**src/rtl/rslp_pkg.sv**
```systemverilog
// rslp_pkg: shared types, constants and the CORDIC arctangent table for the pinwheel block.
// No dependencies; used by rslp_regs, rslp_ctrl, rslp_dp and rotating_spoke_led_pattern.
package rslp_pkg;

	localparam int MAX_STEPS = 24;
	localparam int ITER_W    = 5;
	localparam int XY_W      = 28;
	localparam int Z_W       = 22;
	localparam int APB_AW    = 5;

	// register indexes (paddr[4:2])
	localparam logic [2:0] REG_SPIN_STEP  = 3'd0;
	localparam logic [2:0] REG_HALF_WIDTH = 3'd1;
	localparam logic [2:0] REG_HUE_STEP   = 3'd2;
	localparam logic [2:0] REG_CENTRE_X   = 3'd3;
	localparam logic [2:0] REG_CENTRE_Y   = 3'd4;
	localparam logic [2:0] REG_LEVEL      = 3'd5;

	localparam logic [15:0] RST_SPIN_STEP  = 16'd1043;
	localparam logic [15:0] RST_HALF_WIDTH = 16'd10430;
	localparam logic [15:0] RST_HUE_STEP   = 16'd1311;
	localparam logic [4:0]  RST_LEVEL      = 5'd12;

	localparam logic [15:0] PHASE_033 = 16'd21627;
	localparam logic [15:0] PHASE_066 = 16'd43254;
	localparam logic [15:0] SPOKE_1   = 16'd21845;
	localparam logic [15:0] SPOKE_2   = 16'd43691;
	localparam logic [15:0] INV_GAIN_Q16 = 16'd39797;

	// angles in 1/2^20 turn
	localparam logic signed [Z_W-1:0] TURN_HALF    = 22'sd524288;
	localparam logic signed [Z_W-1:0] TURN_QUARTER = 22'sd262144;
	localparam logic signed [Z_W-1:0] TURN_FULL    = 22'sd1048576;

	// 128*65536 + 32768: offset plus rounding for the colour scale
	localparam logic signed [35:0] COLOUR_BIAS = 36'sd8421376;

	typedef struct packed {
		logic               mode;
		logic signed [15:0] led_x;
		logic signed [15:0] led_y;
	} item_t;

	typedef struct packed {
		logic [7:0] red;
		logic [7:0] green;
		logic [7:0] blue;
		logic [4:0] level;
		logic       lit;
	} res_t;

	typedef struct packed {
		logic [15:0]        spin_step;
		logic [15:0]        half_width;
		logic [15:0]        hue_step;
		logic signed [15:0] centre_x;
		logic signed [15:0] centre_y;
		logic [4:0]         level;
	} cfg_t;

	typedef struct packed {
		logic              capture_tick;
		logic              capture_pix;
		logic              sine_load;
		logic              step;
		logic              colour_wr;
		logic              fin;
		logic              out_load;
		logic [1:0]        sel;
		logic [ITER_W-1:0] iter;
	} cmd_t;

	function automatic logic [17:0] atan_q20(input logic [ITER_W-1:0] i);
		logic [17:0] a;
		case (i)
			5'd0:  a = 18'd131072;
			5'd1:  a = 18'd77376;
			5'd2:  a = 18'd40884;
			5'd3:  a = 18'd20753;
			5'd4:  a = 18'd10417;
			5'd5:  a = 18'd5213;
			5'd6:  a = 18'd2607;
			5'd7:  a = 18'd1304;
			5'd8:  a = 18'd652;
			5'd9:  a = 18'd326;
			5'd10: a = 18'd163;
			5'd11: a = 18'd81;
			5'd12: a = 18'd41;
			5'd13: a = 18'd20;
			5'd14: a = 18'd10;
			5'd15: a = 18'd5;
			5'd16: a = 18'd3;
			5'd17: a = 18'd1;
			5'd18: a = 18'd1;
			default: a = 18'd0;
		endcase
		return a;
	endfunction

endpackage

```
**src/rtl/rslp_regs.sv**
```systemverilog
// rslp_regs: APB-style configuration register file for the pinwheel block.
// Depends on rslp_pkg (cfg_t, register indexes, reset values).
module rslp_regs (
	input  logic                         clk,
	input  logic                         arst_n,
	input  logic                         psel,
	input  logic                         penable,
	input  logic                         pwrite,
	input  logic [rslp_pkg::APB_AW-1:0]  paddr,
	input  logic [31:0]                  pwdata,
	output logic [31:0]                  prdata,
	output rslp_pkg::cfg_t               cfg
);

	rslp_pkg::cfg_t cfg_q;
	logic           wr;
	logic [2:0]     idx;

	assign wr  = psel & penable & pwrite;
	assign idx = paddr[4:2];

	always_ff @(posedge clk or negedge arst_n) begin
		if (!arst_n) begin
			cfg_q.spin_step  <= rslp_pkg::RST_SPIN_STEP;
			cfg_q.half_width <= rslp_pkg::RST_HALF_WIDTH;
			cfg_q.hue_step   <= rslp_pkg::RST_HUE_STEP;
			cfg_q.centre_x   <= '0;
			cfg_q.centre_y   <= '0;
			cfg_q.level      <= rslp_pkg::RST_LEVEL;
		end else if (wr) begin
			case (idx)
				rslp_pkg::REG_SPIN_STEP:  cfg_q.spin_step  <= pwdata[15:0];
				rslp_pkg::REG_HALF_WIDTH: cfg_q.half_width <= pwdata[15:0];
				rslp_pkg::REG_HUE_STEP:   cfg_q.hue_step   <= pwdata[15:0];
				rslp_pkg::REG_CENTRE_X:   cfg_q.centre_x   <= pwdata[15:0];
				rslp_pkg::REG_CENTRE_Y:   cfg_q.centre_y   <= pwdata[15:0];
				rslp_pkg::REG_LEVEL:      cfg_q.level      <= pwdata[4:0];
				default: ;
			endcase
		end
	end

	always_comb begin
		case (idx)
			rslp_pkg::REG_SPIN_STEP:  prdata = {16'd0, cfg_q.spin_step};
			rslp_pkg::REG_HALF_WIDTH: prdata = {16'd0, cfg_q.half_width};
			rslp_pkg::REG_HUE_STEP:   prdata = {16'd0, cfg_q.hue_step};
			rslp_pkg::REG_CENTRE_X:   prdata = {16'd0, cfg_q.centre_x};
			rslp_pkg::REG_CENTRE_Y:   prdata = {16'd0, cfg_q.centre_y};
			rslp_pkg::REG_LEVEL:      prdata = {27'd0, cfg_q.level};
			default:                  prdata = 32'd0;
		endcase
	end

	assign cfg = cfg_q;

endmodule

```
**src/rtl/rslp_ctrl.sv**
```systemverilog
// rslp_ctrl: sequencer for the pinwheel block; drives the datapath through cmd_t.
// Depends on rslp_pkg (cmd_t, ITER_W).
module rslp_ctrl #(
	parameter int CORDIC_STEPS = 16
) (
	input  logic           clk,
	input  logic           arst_n,
	input  logic           item_valid,
	input  logic           item_mode,
	input  logic           res_busy,
	output logic           item_stall,
	output rslp_pkg::cmd_t cmd
);

	localparam logic [2:0] ST_IDLE  = 3'd0;
	localparam logic [2:0] ST_SLOAD = 3'd1;
	localparam logic [2:0] ST_SITER = 3'd2;
	localparam logic [2:0] ST_SCOL  = 3'd3;
	localparam logic [2:0] ST_PITER = 3'd4;
	localparam logic [2:0] ST_PFIN  = 3'd5;
	localparam logic [2:0] ST_POUT  = 3'd6;

	localparam logic [rslp_pkg::ITER_W-1:0] LAST = rslp_pkg::ITER_W'(CORDIC_STEPS - 1);

	logic [2:0]                  state_q, state_d;
	logic [1:0]                  sel_q, sel_d;
	logic [rslp_pkg::ITER_W-1:0] iter_q, iter_d;

	// reset lands in the colour sequence so the frame colour is built before first use
	always_ff @(posedge clk or negedge arst_n) begin
		if (!arst_n) begin
			state_q <= ST_SLOAD;
			sel_q   <= 2'd0;
			iter_q  <= '0;
		end else begin
			state_q <= state_d;
			sel_q   <= sel_d;
			iter_q  <= iter_d;
		end
	end

	always_comb begin
		state_d = state_q;
		sel_d   = sel_q;
		iter_d  = iter_q;
		cmd     = '0;
		cmd.sel  = sel_q;
		cmd.iter = iter_q;
		case (state_q)
			ST_IDLE: begin
				iter_d = '0;
				sel_d  = 2'd0;
				if (item_valid) begin
					if (item_mode) begin
						cmd.capture_pix = 1'b1;
						state_d = ST_PITER;
					end else begin
						cmd.capture_tick = 1'b1;
						state_d = ST_SLOAD;
					end
				end
			end
			ST_SLOAD: begin
				cmd.sine_load = 1'b1;
				iter_d  = '0;
				state_d = ST_SITER;
			end
			ST_SITER: begin
				cmd.step = 1'b1;
				iter_d   = iter_q + 1'b1;
				if (iter_q == LAST) state_d = ST_SCOL;
			end
			ST_SCOL: begin
				cmd.colour_wr = 1'b1;
				if (sel_q == 2'd2) begin
					state_d = ST_IDLE;
				end else begin
					sel_d   = sel_q + 2'd1;
					state_d = ST_SLOAD;
				end
			end
			ST_PITER: begin
				cmd.step = 1'b1;
				iter_d   = iter_q + 1'b1;
				if (iter_q == LAST) state_d = ST_PFIN;
			end
			ST_PFIN: begin
				cmd.fin = 1'b1;
				state_d = ST_POUT;
			end
			ST_POUT: begin
				if (!res_busy) begin
					cmd.out_load = 1'b1;
					state_d = ST_IDLE;
				end
			end
			default: state_d = ST_IDLE;
		endcase
	end

	assign item_stall = (state_q != ST_IDLE);

endmodule

```
**src/rtl/rslp_dp.sv**
```systemverilog
// rslp_dp: datapath with animation state, frame colour and one shared CORDIC unit
// (rotation for sine, vectoring for atan2). Depends on rslp_pkg.
module rslp_dp (
	input  logic            clk,
	input  logic            arst_n,
	input  rslp_pkg::cmd_t  cmd,
	input  rslp_pkg::item_t item,
	input  rslp_pkg::cfg_t  cfg,
	input  logic            res_stall,
	output logic            res_valid,
	output rslp_pkg::res_t  res
);

	localparam int XW = rslp_pkg::XY_W;
	localparam int ZW = rslp_pkg::Z_W;

	logic [15:0]          spin_q, hue_q;
	logic [7:0]           fr_q, fg_q, fb_q;
	logic signed [XW-1:0] x_q, y_q;
	logic signed [ZW-1:0] z_q;
	logic                 vec_q, zero_q;
	logic [15:0]          rel_q;
	rslp_pkg::res_t       res_q;
	logic                 res_valid_q;

	// pixel setup: offset from centre, Q8.8 -> Q12.16, left half plane folded over
	logic signed [16:0]   dx, dy;
	logic signed [XW-1:0] px, py;
	assign dx = $signed({item.led_x[15], item.led_x}) - $signed({cfg.centre_x[15], cfg.centre_x});
	assign dy = $signed({item.led_y[15], item.led_y}) - $signed({cfg.centre_y[15], cfg.centre_y});
	assign px = {{(XW-25){dx[16]}}, dx, 8'd0};
	assign py = {{(XW-25){dy[16]}}, dy, 8'd0};

	// sine setup: phase folded into [-1/4, 1/4] turn
	logic [15:0]          ph;
	logic signed [ZW-1:0] zw, zf;
	always_comb begin
		case (cmd.sel)
			2'd1:    ph = hue_q + rslp_pkg::PHASE_033;
			2'd2:    ph = hue_q + rslp_pkg::PHASE_066;
			default: ph = hue_q;
		endcase
		zw = $signed({2'b00, ph, 4'b0000});
		if (ph[15]) zw = zw - rslp_pkg::TURN_FULL;
		if (zw > rslp_pkg::TURN_QUARTER)
			zf = rslp_pkg::TURN_HALF - zw;
		else if (zw < -rslp_pkg::TURN_QUARTER)
			zf = -rslp_pkg::TURN_HALF - zw;
		else
			zf = zw;
	end

	// one CORDIC micro-rotation
	logic signed [XW-1:0] xs, ys;
	logic signed [ZW-1:0] at;
	logic                 cw;
	assign xs = x_q >>> cmd.iter;
	assign ys = y_q >>> cmd.iter;
	assign at = $signed({{(ZW-18){1'b0}}, rslp_pkg::atan_q20(cmd.iter)});
	assign cw = vec_q ? ~y_q[XW-1] : z_q[ZW-1];

	// colour = clamp((128<<16) + 127*sin + 0.5) >> 16
	logic signed [35:0] ye, v;
	logic [7:0]         col;
	always_comb begin
		ye = 36'(y_q);
		v  = (ye <<< 7) - ye + rslp_pkg::COLOUR_BIAS;
		if (v[35])
			col = 8'd0;
		else if (|v[35:24])
			col = 8'd255;
		else
			col = v[23:16];
	end

	// angle rounding to 1/65536 turn, spin removed
	logic [ZW-1:0] zr;
	logic [15:0]   ang;
	assign zr  = z_q + ZW'(8);
	assign ang = zero_q ? 16'd0 : zr[19:4];

	function automatic logic near(input logic [15:0] r, input logic [15:0] s,
	                              input logic [15:0] hw);
		logic [15:0] d;
		d = r - s;
		if (d > 16'd32768) d = 16'd0 - d;
		return d < hw;
	endfunction

	logic lit;
	assign lit = near(rel_q, 16'd0, cfg.half_width)
	           | near(rel_q, rslp_pkg::SPOKE_1, cfg.half_width)
	           | near(rel_q, rslp_pkg::SPOKE_2, cfg.half_width);

	always_ff @(posedge clk or negedge arst_n) begin
		if (!arst_n) begin
			spin_q <= '0;
			hue_q  <= '0;
		end else if (cmd.capture_tick) begin
			spin_q <= spin_q + cfg.spin_step;
			hue_q  <= hue_q + cfg.hue_step;
		end
	end

	always_ff @(posedge clk) begin
		if (cmd.capture_pix) begin
			vec_q  <= 1'b1;
			zero_q <= (dx == 17'sd0) && (dy == 17'sd0);
			x_q    <= dx[16] ? -px : px;
			y_q    <= dx[16] ? -py : py;
			z_q    <= dx[16] ? rslp_pkg::TURN_HALF : '0;
		end else if (cmd.sine_load) begin
			vec_q <= 1'b0;
			x_q   <= $signed({{(XW-16){1'b0}}, rslp_pkg::INV_GAIN_Q16});
			y_q   <= '0;
			z_q   <= zf;
		end else if (cmd.step) begin
			if (cw) begin
				x_q <= x_q + ys;
				y_q <= y_q - xs;
				z_q <= z_q + at;
			end else begin
				x_q <= x_q - ys;
				y_q <= y_q + xs;
				z_q <= z_q - at;
			end
		end
		if (cmd.colour_wr) begin
			case (cmd.sel)
				2'd0:    fr_q <= col;
				2'd1:    fg_q <= col;
				default: fb_q <= col;
			endcase
		end
		if (cmd.fin) rel_q <= ang - spin_q;
		if (cmd.out_load) begin
			res_q.red   <= lit ? fr_q : 8'd0;
			res_q.green <= lit ? fg_q : 8'd0;
			res_q.blue  <= lit ? fb_q : 8'd0;
			res_q.level <= cfg.level;
			res_q.lit   <= lit;
		end
	end

	always_ff @(posedge clk or negedge arst_n) begin
		if (!arst_n)
			res_valid_q <= 1'b0;
		else if (cmd.out_load)
			res_valid_q <= 1'b1;
		else if (!res_stall)
			res_valid_q <= 1'b0;
	end

	assign res_valid = res_valid_q;
	assign res       = res_q;

endmodule

```
**src/rtl/rotating_spoke_led_pattern.sv**
```systemverilog
// Pixel transaction: PITER vectors the offset on the shared CORDIC, PFIN registers the angle
//   less the spin, POUT the result; no new item is taken until the FSM is back in IDLE.
// Frame tick: no result; the next item is taken only after three sine evaluations run one
//   after another on the same CORDIC unit (SLOAD, SITER, SCOL for each colour).
// Reset (arst_n low, asynchronous): registers to defaults, angle and phase to zero; then
//   the frame colour is built with item_stall high.
module rotating_spoke_led_pattern #(
	parameter int CORDIC_STEPS = 16
) (
	input  logic                         clk,
	input  logic                         arst_n,
	// item channel
	input  logic                         item_valid,
	output logic                         item_stall,
	input  rslp_pkg::item_t              item,
	// result channel
	output logic                         res_valid,
	input  logic                         res_stall,
	output rslp_pkg::res_t               res,
	// configuration
	input  logic                         psel,
	input  logic                         penable,
	input  logic                         pwrite,
	input  logic [rslp_pkg::APB_AW-1:0]  paddr,
	input  logic [31:0]                  pwdata,
	output logic [31:0]                  prdata,
	output logic                         pready
);

	rslp_pkg::cfg_t cfg;
	rslp_pkg::cmd_t cmd;
	logic           res_busy;

	// zero wait-state register port
	assign pready = 1'b1;

	rslp_regs u_regs (
		.clk     (clk),
		.arst_n  (arst_n),
		.psel    (psel),
		.penable (penable),
		.pwrite  (pwrite),
		.paddr   (paddr),
		.pwdata  (pwdata),
		.prdata  (prdata),
		.cfg     (cfg)
	);

	// a finished pixel waits in POUT only while the previous result is still held
	assign res_busy = res_valid & res_stall;

	rslp_ctrl #(
		.CORDIC_STEPS (CORDIC_STEPS)
	) u_ctrl (
		.clk        (clk),
		.arst_n     (arst_n),
		.item_valid (item_valid),
		.item_mode  (item.mode),
		.res_busy   (res_busy),
		.item_stall (item_stall),
		.cmd        (cmd)
	);

	// the output register lets a new transaction be taken while a result waits
	rslp_dp u_dp (
		.clk       (clk),
		.arst_n    (arst_n),
		.cmd       (cmd),
		.item      (item),
		.cfg       (cfg),
		.res_stall (res_stall),
		.res_valid (res_valid),
		.res       (res)
	);

	// every accepted transaction starts work, so the port closes in the next cycle
	a_busy_after_accept: assert property (@(posedge clk) disable iff (!arst_n)
		(item_valid && !item_stall) |=> item_stall)
		else $error("item port open right after a transaction");

	// a new result only comes out of a pixel sequence, never while idle
	a_result_from_work: assert property (@(posedge clk) disable iff (!arst_n)
		$rose(res_valid) |-> $past(item_stall))
		else $error("result appeared without work in progress");

	// a dark LED carries no colour
	a_dark_black: assert property (@(posedge clk) disable iff (!arst_n)
		(res_valid && !res.lit) |-> (res.red == 8'd0 && res.green == 8'd0 && res.blue == 8'd0))
		else $error("unlit pixel with colour");

	// command pulses are mutually exclusive
	a_cmd_onehot: assert property (@(posedge clk) disable iff (!arst_n)
		$onehot0({cmd.capture_tick, cmd.capture_pix, cmd.sine_load, cmd.step,
		          cmd.colour_wr, cmd.fin, cmd.out_load}))
		else $error("overlapping datapath commands");

endmodule
```
**config.mk**
```make
export PLATFORM = sky130hd
export DESIGN_NAME = rotating_spoke_led_pattern
export DESIGN_NICKNAME = d
export VERILOG_FILES = /design/src/rtl/rslp_pkg.sv /design/src/rtl/rslp_regs.sv /design/src/rtl/rslp_ctrl.sv /design/src/rtl/rslp_dp.sv /design/src/rtl/rotating_spoke_led_pattern.sv
export SDC_FILE = /design/constraint.sdc
export NUM_CORES = 1
export LEC_CHECK = 0
export BUFFER_PORTS_ARGS = -buffer_cell sky130_fd_sc_hd__buf_2
export CORE_ASPECT_RATIO = 0.5
export CORE_MARGIN = 8
export CORE_UTILIZATION = 42
export DETAILED_ROUTE_END_ITERATION = 8
export SETUP_SLACK_MARGIN = 0.4
export SLEW_MARGIN = 10
export SYNTH_ARGS = -nofsm -noshare
export SYNTH_HDL_FRONTEND = slang
export SYNTH_HIERARCHICAL = 1
export SYNTH_SLANG_ARGS = --single-unit
```
**constraint.sdc**
```tcl
create_clock -name clk -period 6.85 [get_ports clk]
set_clock_uncertainty 0.05 [all_clocks]
set_input_delay 1.37 -clock clk [delete_from_list [all_inputs] [get_ports clk]]
set_output_delay 1.37 -clock clk [all_outputs]
set_load 0.005 [all_outputs]
```
==> results.py <==
metrics = {
    "worst_setup_path": {
        "cp.depth": 21,
        "critPathLaunchType": "flip-flop",
        "worstPathRequired_ps": 7090,
        "cpMostUsedCell": "a21oi_1",
        "max_stage_delay_ps": 530,
        "path_buf_inv": 1,
        "critical_path.cell_chain": "buf_4 > mux4_2 > mux2i_1 > o21ai_0 > a221oi_2 > ha_1 > nand3_1 > nor2_1 > a21oi_1 > xor2_1 > ha_1 > a211oi_2 > o21ai_0 > a21oi_1 > o22ai_1 > a21oi_1 > nor2_1 > o41a_1 > a41oi_1 > mux2i_1 > o211ai_1",
        "worstSetupEndpointType": "flip-flop",
        "cp_max_fo": 7,
        "path_class": "flip-flop to flip-flop",
        "crit_family": "compound AO/OA/AOI/OAI gates",
        "r2r_cells": 21,
        "arrival_ps": 6390,
        "crit_slowest_cell": "a221oi_2",
    },
    "floorplan": {
        "fp.dieArea_sq_mm": 0.08223,
        "coreArea_sq_mm": 0.07261,
        "ios": 142,
        "rows": 70,
        "die_y_um": 206.8,
        "initial_core_util_pct": 42.12,
        "fp.dieW_um": 397.6,
    },
    "global_routing": {
        "grt_pass1_wl_um": 149300,
        "track_usage_pct": 22.77,
        "grt_pass1_vias": 26156,
        "overflow": 0,
        "grt_max_degree": 75,
        "antenna_found_initial": 8,
    },
    "synthesis": {
        "ys_types": 99,
        "ys_warn_count": 6,
        "netlist_instances": 3453,
        "ys_seq_area_share_pct": 25.26,
        "synth_edf_count": 149,
        "ys_ff_latch": 278,
        "netlist_area_sq_mm": 0.03058,
        "async_reset_ff_share_pct": 46.04,
        "ys.flop_type": "edfxtp_1",
        "avgSynthCellArea_sq_um": 8.857,
    },
    "place": {
        "place_congestion": 0.9394,
        "portBuffers": 106,
        "hpwlAfterDp_um": 74900,
    },
    "layout": {
        "area.growth.synth_to_final_pct": 9.916,
        "final_nets": 3886,
        "drive_gt1_share_pct": 15.08,
        "final_common_cell": "ha_1",
        "fillers": 6975,
        "layout_common_cells": "277 x ha_1, 262 x nand2_1, 245 x nor2_1, 217 x o21ai_0, 211 x a21oi_1",
    },
    "sta": {
        "drv_slew": 0,
        "period_share_pct": 89.71,
        "setup_viol": 0,
        "grt_setup_unrepaired": "false",
        "hold_viol_final": 0,
        "maxSlewHeadroom_pct": 24.58,
        "setup_tns_ps": 0,
        "period_minus_slack_ps": 6145,
        "tightest_slew_ps": 1117,
        "fmax_ghz": 0.1627,
    },
    "drt": {
        "firstDrtPassIters": 6,
        "ant_nets": 0,
        "wire_per_inst_um": 21.47,
        "wl_um": 97140,
        "first_iter_violations": 2326,
        "viasPerCell": 6.006,
        "drc_errors": 0,
        "num_vias": 27170,
    },
    "clock_network": {
        "clk_pin_slew_ps": 60,
        "clock_path_buffers": 3,
        "htreeDepth": 2,
        "clock-sinks": 278,
        "root_buffer": "clkbuf_16",
        "clk_latency_ps": 570,
        "cts_tree": "built",
        "cts-buffers-inserted": 34,
    },
    "run_status": {
        "status": "finished clean",
    },
    "hold_path": {
        "min_path_cells": 0,
        "hold_class": "flip-flop to flip-flop",
    },
    "run": {
        "maxCapViolCount": 0,
    },
}
==> synth_stat cells, drive strengths merged, types with 54 or more instances <==
cell	count	share of area [%]
nand3	65	1.1
o21a	54	1.3
o21ai	222	3.6
a21oi	212	3.5
nor2b	59	1.2
mux2i	90	2.9
nand2b	57	1.2
mux4	71	5.3
ha	277	11
nand2	264	3.2
a21o	73	1.8
mux2	122	4.6
xor2	106	3.0
edfxtp	149	15
clkbuf	105	1.3
dfrtp	106	8.7
nor2	251	3.1
inv	195	2.4
xnor2	192	5.5
buf	72	1.5
nor3	56	0.93
==> area by class of cell <==
| cell class | count | area (sq um) | share of cell area, % |
|---|---|---|---|
| Sequential cell | 278 | 7739 | 23.02 |
| Antenna cell | 4 | 10.01 | 0.02978 |
| Inverter | 198 | 747.0 | 2.222 |
| Clock inverter | 11 | 137.6 | 0.4094 |
| Tap cell | 972 | 1216 | 3.618 |
| Timing Repair Buffer | 196 | 1315 | 3.912 |
| Clock buffer | 50 | 1018 | 3.030 |
| Multi-Input combinational cell | 2815 | 21430 | 63.76 |
==> final timing paths <==
check,startpoint,end,slack [ps]
max,u_ctrl/iter_q[0]$_DFFE_PN0P_,u_dp/y_q[26]$_DFFE_PP_,700
min,u_regs/cfg[0]$_DFFE_PN0P_,u_dp/res[1]$_DFFE_PP_,420
max reg2reg,u_ctrl/iter_q[0]$_DFFE_PN0P_,u_dp/y_q[26]$_DFFE_PP_,700
min reg2reg,u_regs/cfg[0]$_DFFE_PN0P_,u_dp/res[1]$_DFFE_PP_,420
max in group asynchronous,arst_n,u_regs/cfg[0]$_DFFE_PN0P_,4740
min in group asynchronous,arst_n,u_regs/cfg[17]$_DFFE_PN0P_,780
==> flip-flops by register name, summed over array words and instances, names as in the netlist <==
name and cells:
u_regs/cfg 85, u_dp/res 30, u_dp/x_q 28, u_dp/y_q 28, u_dp/z_q 22, u_dp/hue_q 16, u_dp/rel_q 16, u_dp/spin_q 16
u_dp/fb_q 8, u_dp/fg_q 8, u_dp/fr_q 8, u_ctrl/iter_q 5, u_ctrl/state_q 3, u_ctrl/sel_q 2, u_dp/res_valid 1, u_dp/vec_q 1
u_dp/zero_q 1
==> metrics by stage <==
step                      util [%]  cell area, sq um  hold slack (ps)  setup slack [ps]  instances
after floorplan                  -             30640            392.5             809.4       3468
after global placement       44.34             32190            418.6             592.4       4442
after detailed placement     44.34             32190            410.4             543.3       4442
after CTS                    45.93             33350            421.6             478.8       4503
after global routing         46.30             33620            436.5             411.5       4524
final                        46.30             33620            419.7             704.7       4524
==> logic make-up (layout without fill, tap and decap cells) <==
family	count (synthesis)	count (layout)	synth area share, %
AOI/OAI and AO/OA	953	953	20.40
buffers and inverters	375	455	5.183
other	2	21	0.02456
muxes	283	283	12.83
and+or+nand+nor	978	978	15.85
xor gates and xnor gates	298	298	8.534
adders and majority gates	286	286	11.92
DFF	278	278	25.26
==> metal layers <==
metal,GRT usage [%],up-vias,wire length [um]
met3,3.377,178,5916
met5,0,-,26
met1,30.54,13208,43530
met2,37.54,873,44120
li1,-,12907,-
met4,8.248,4,3545
==> repair_timing <==
item                       in CTS  in global routing
hold buffers                    0                  0
setup buffers                   0                 16
setup endpoints to repair       0                 37
gates resized for setup         0                 24
Power is not shown: default switching activity piles up to over one toggle a cycle in this logic, so the estimate is an artifact.
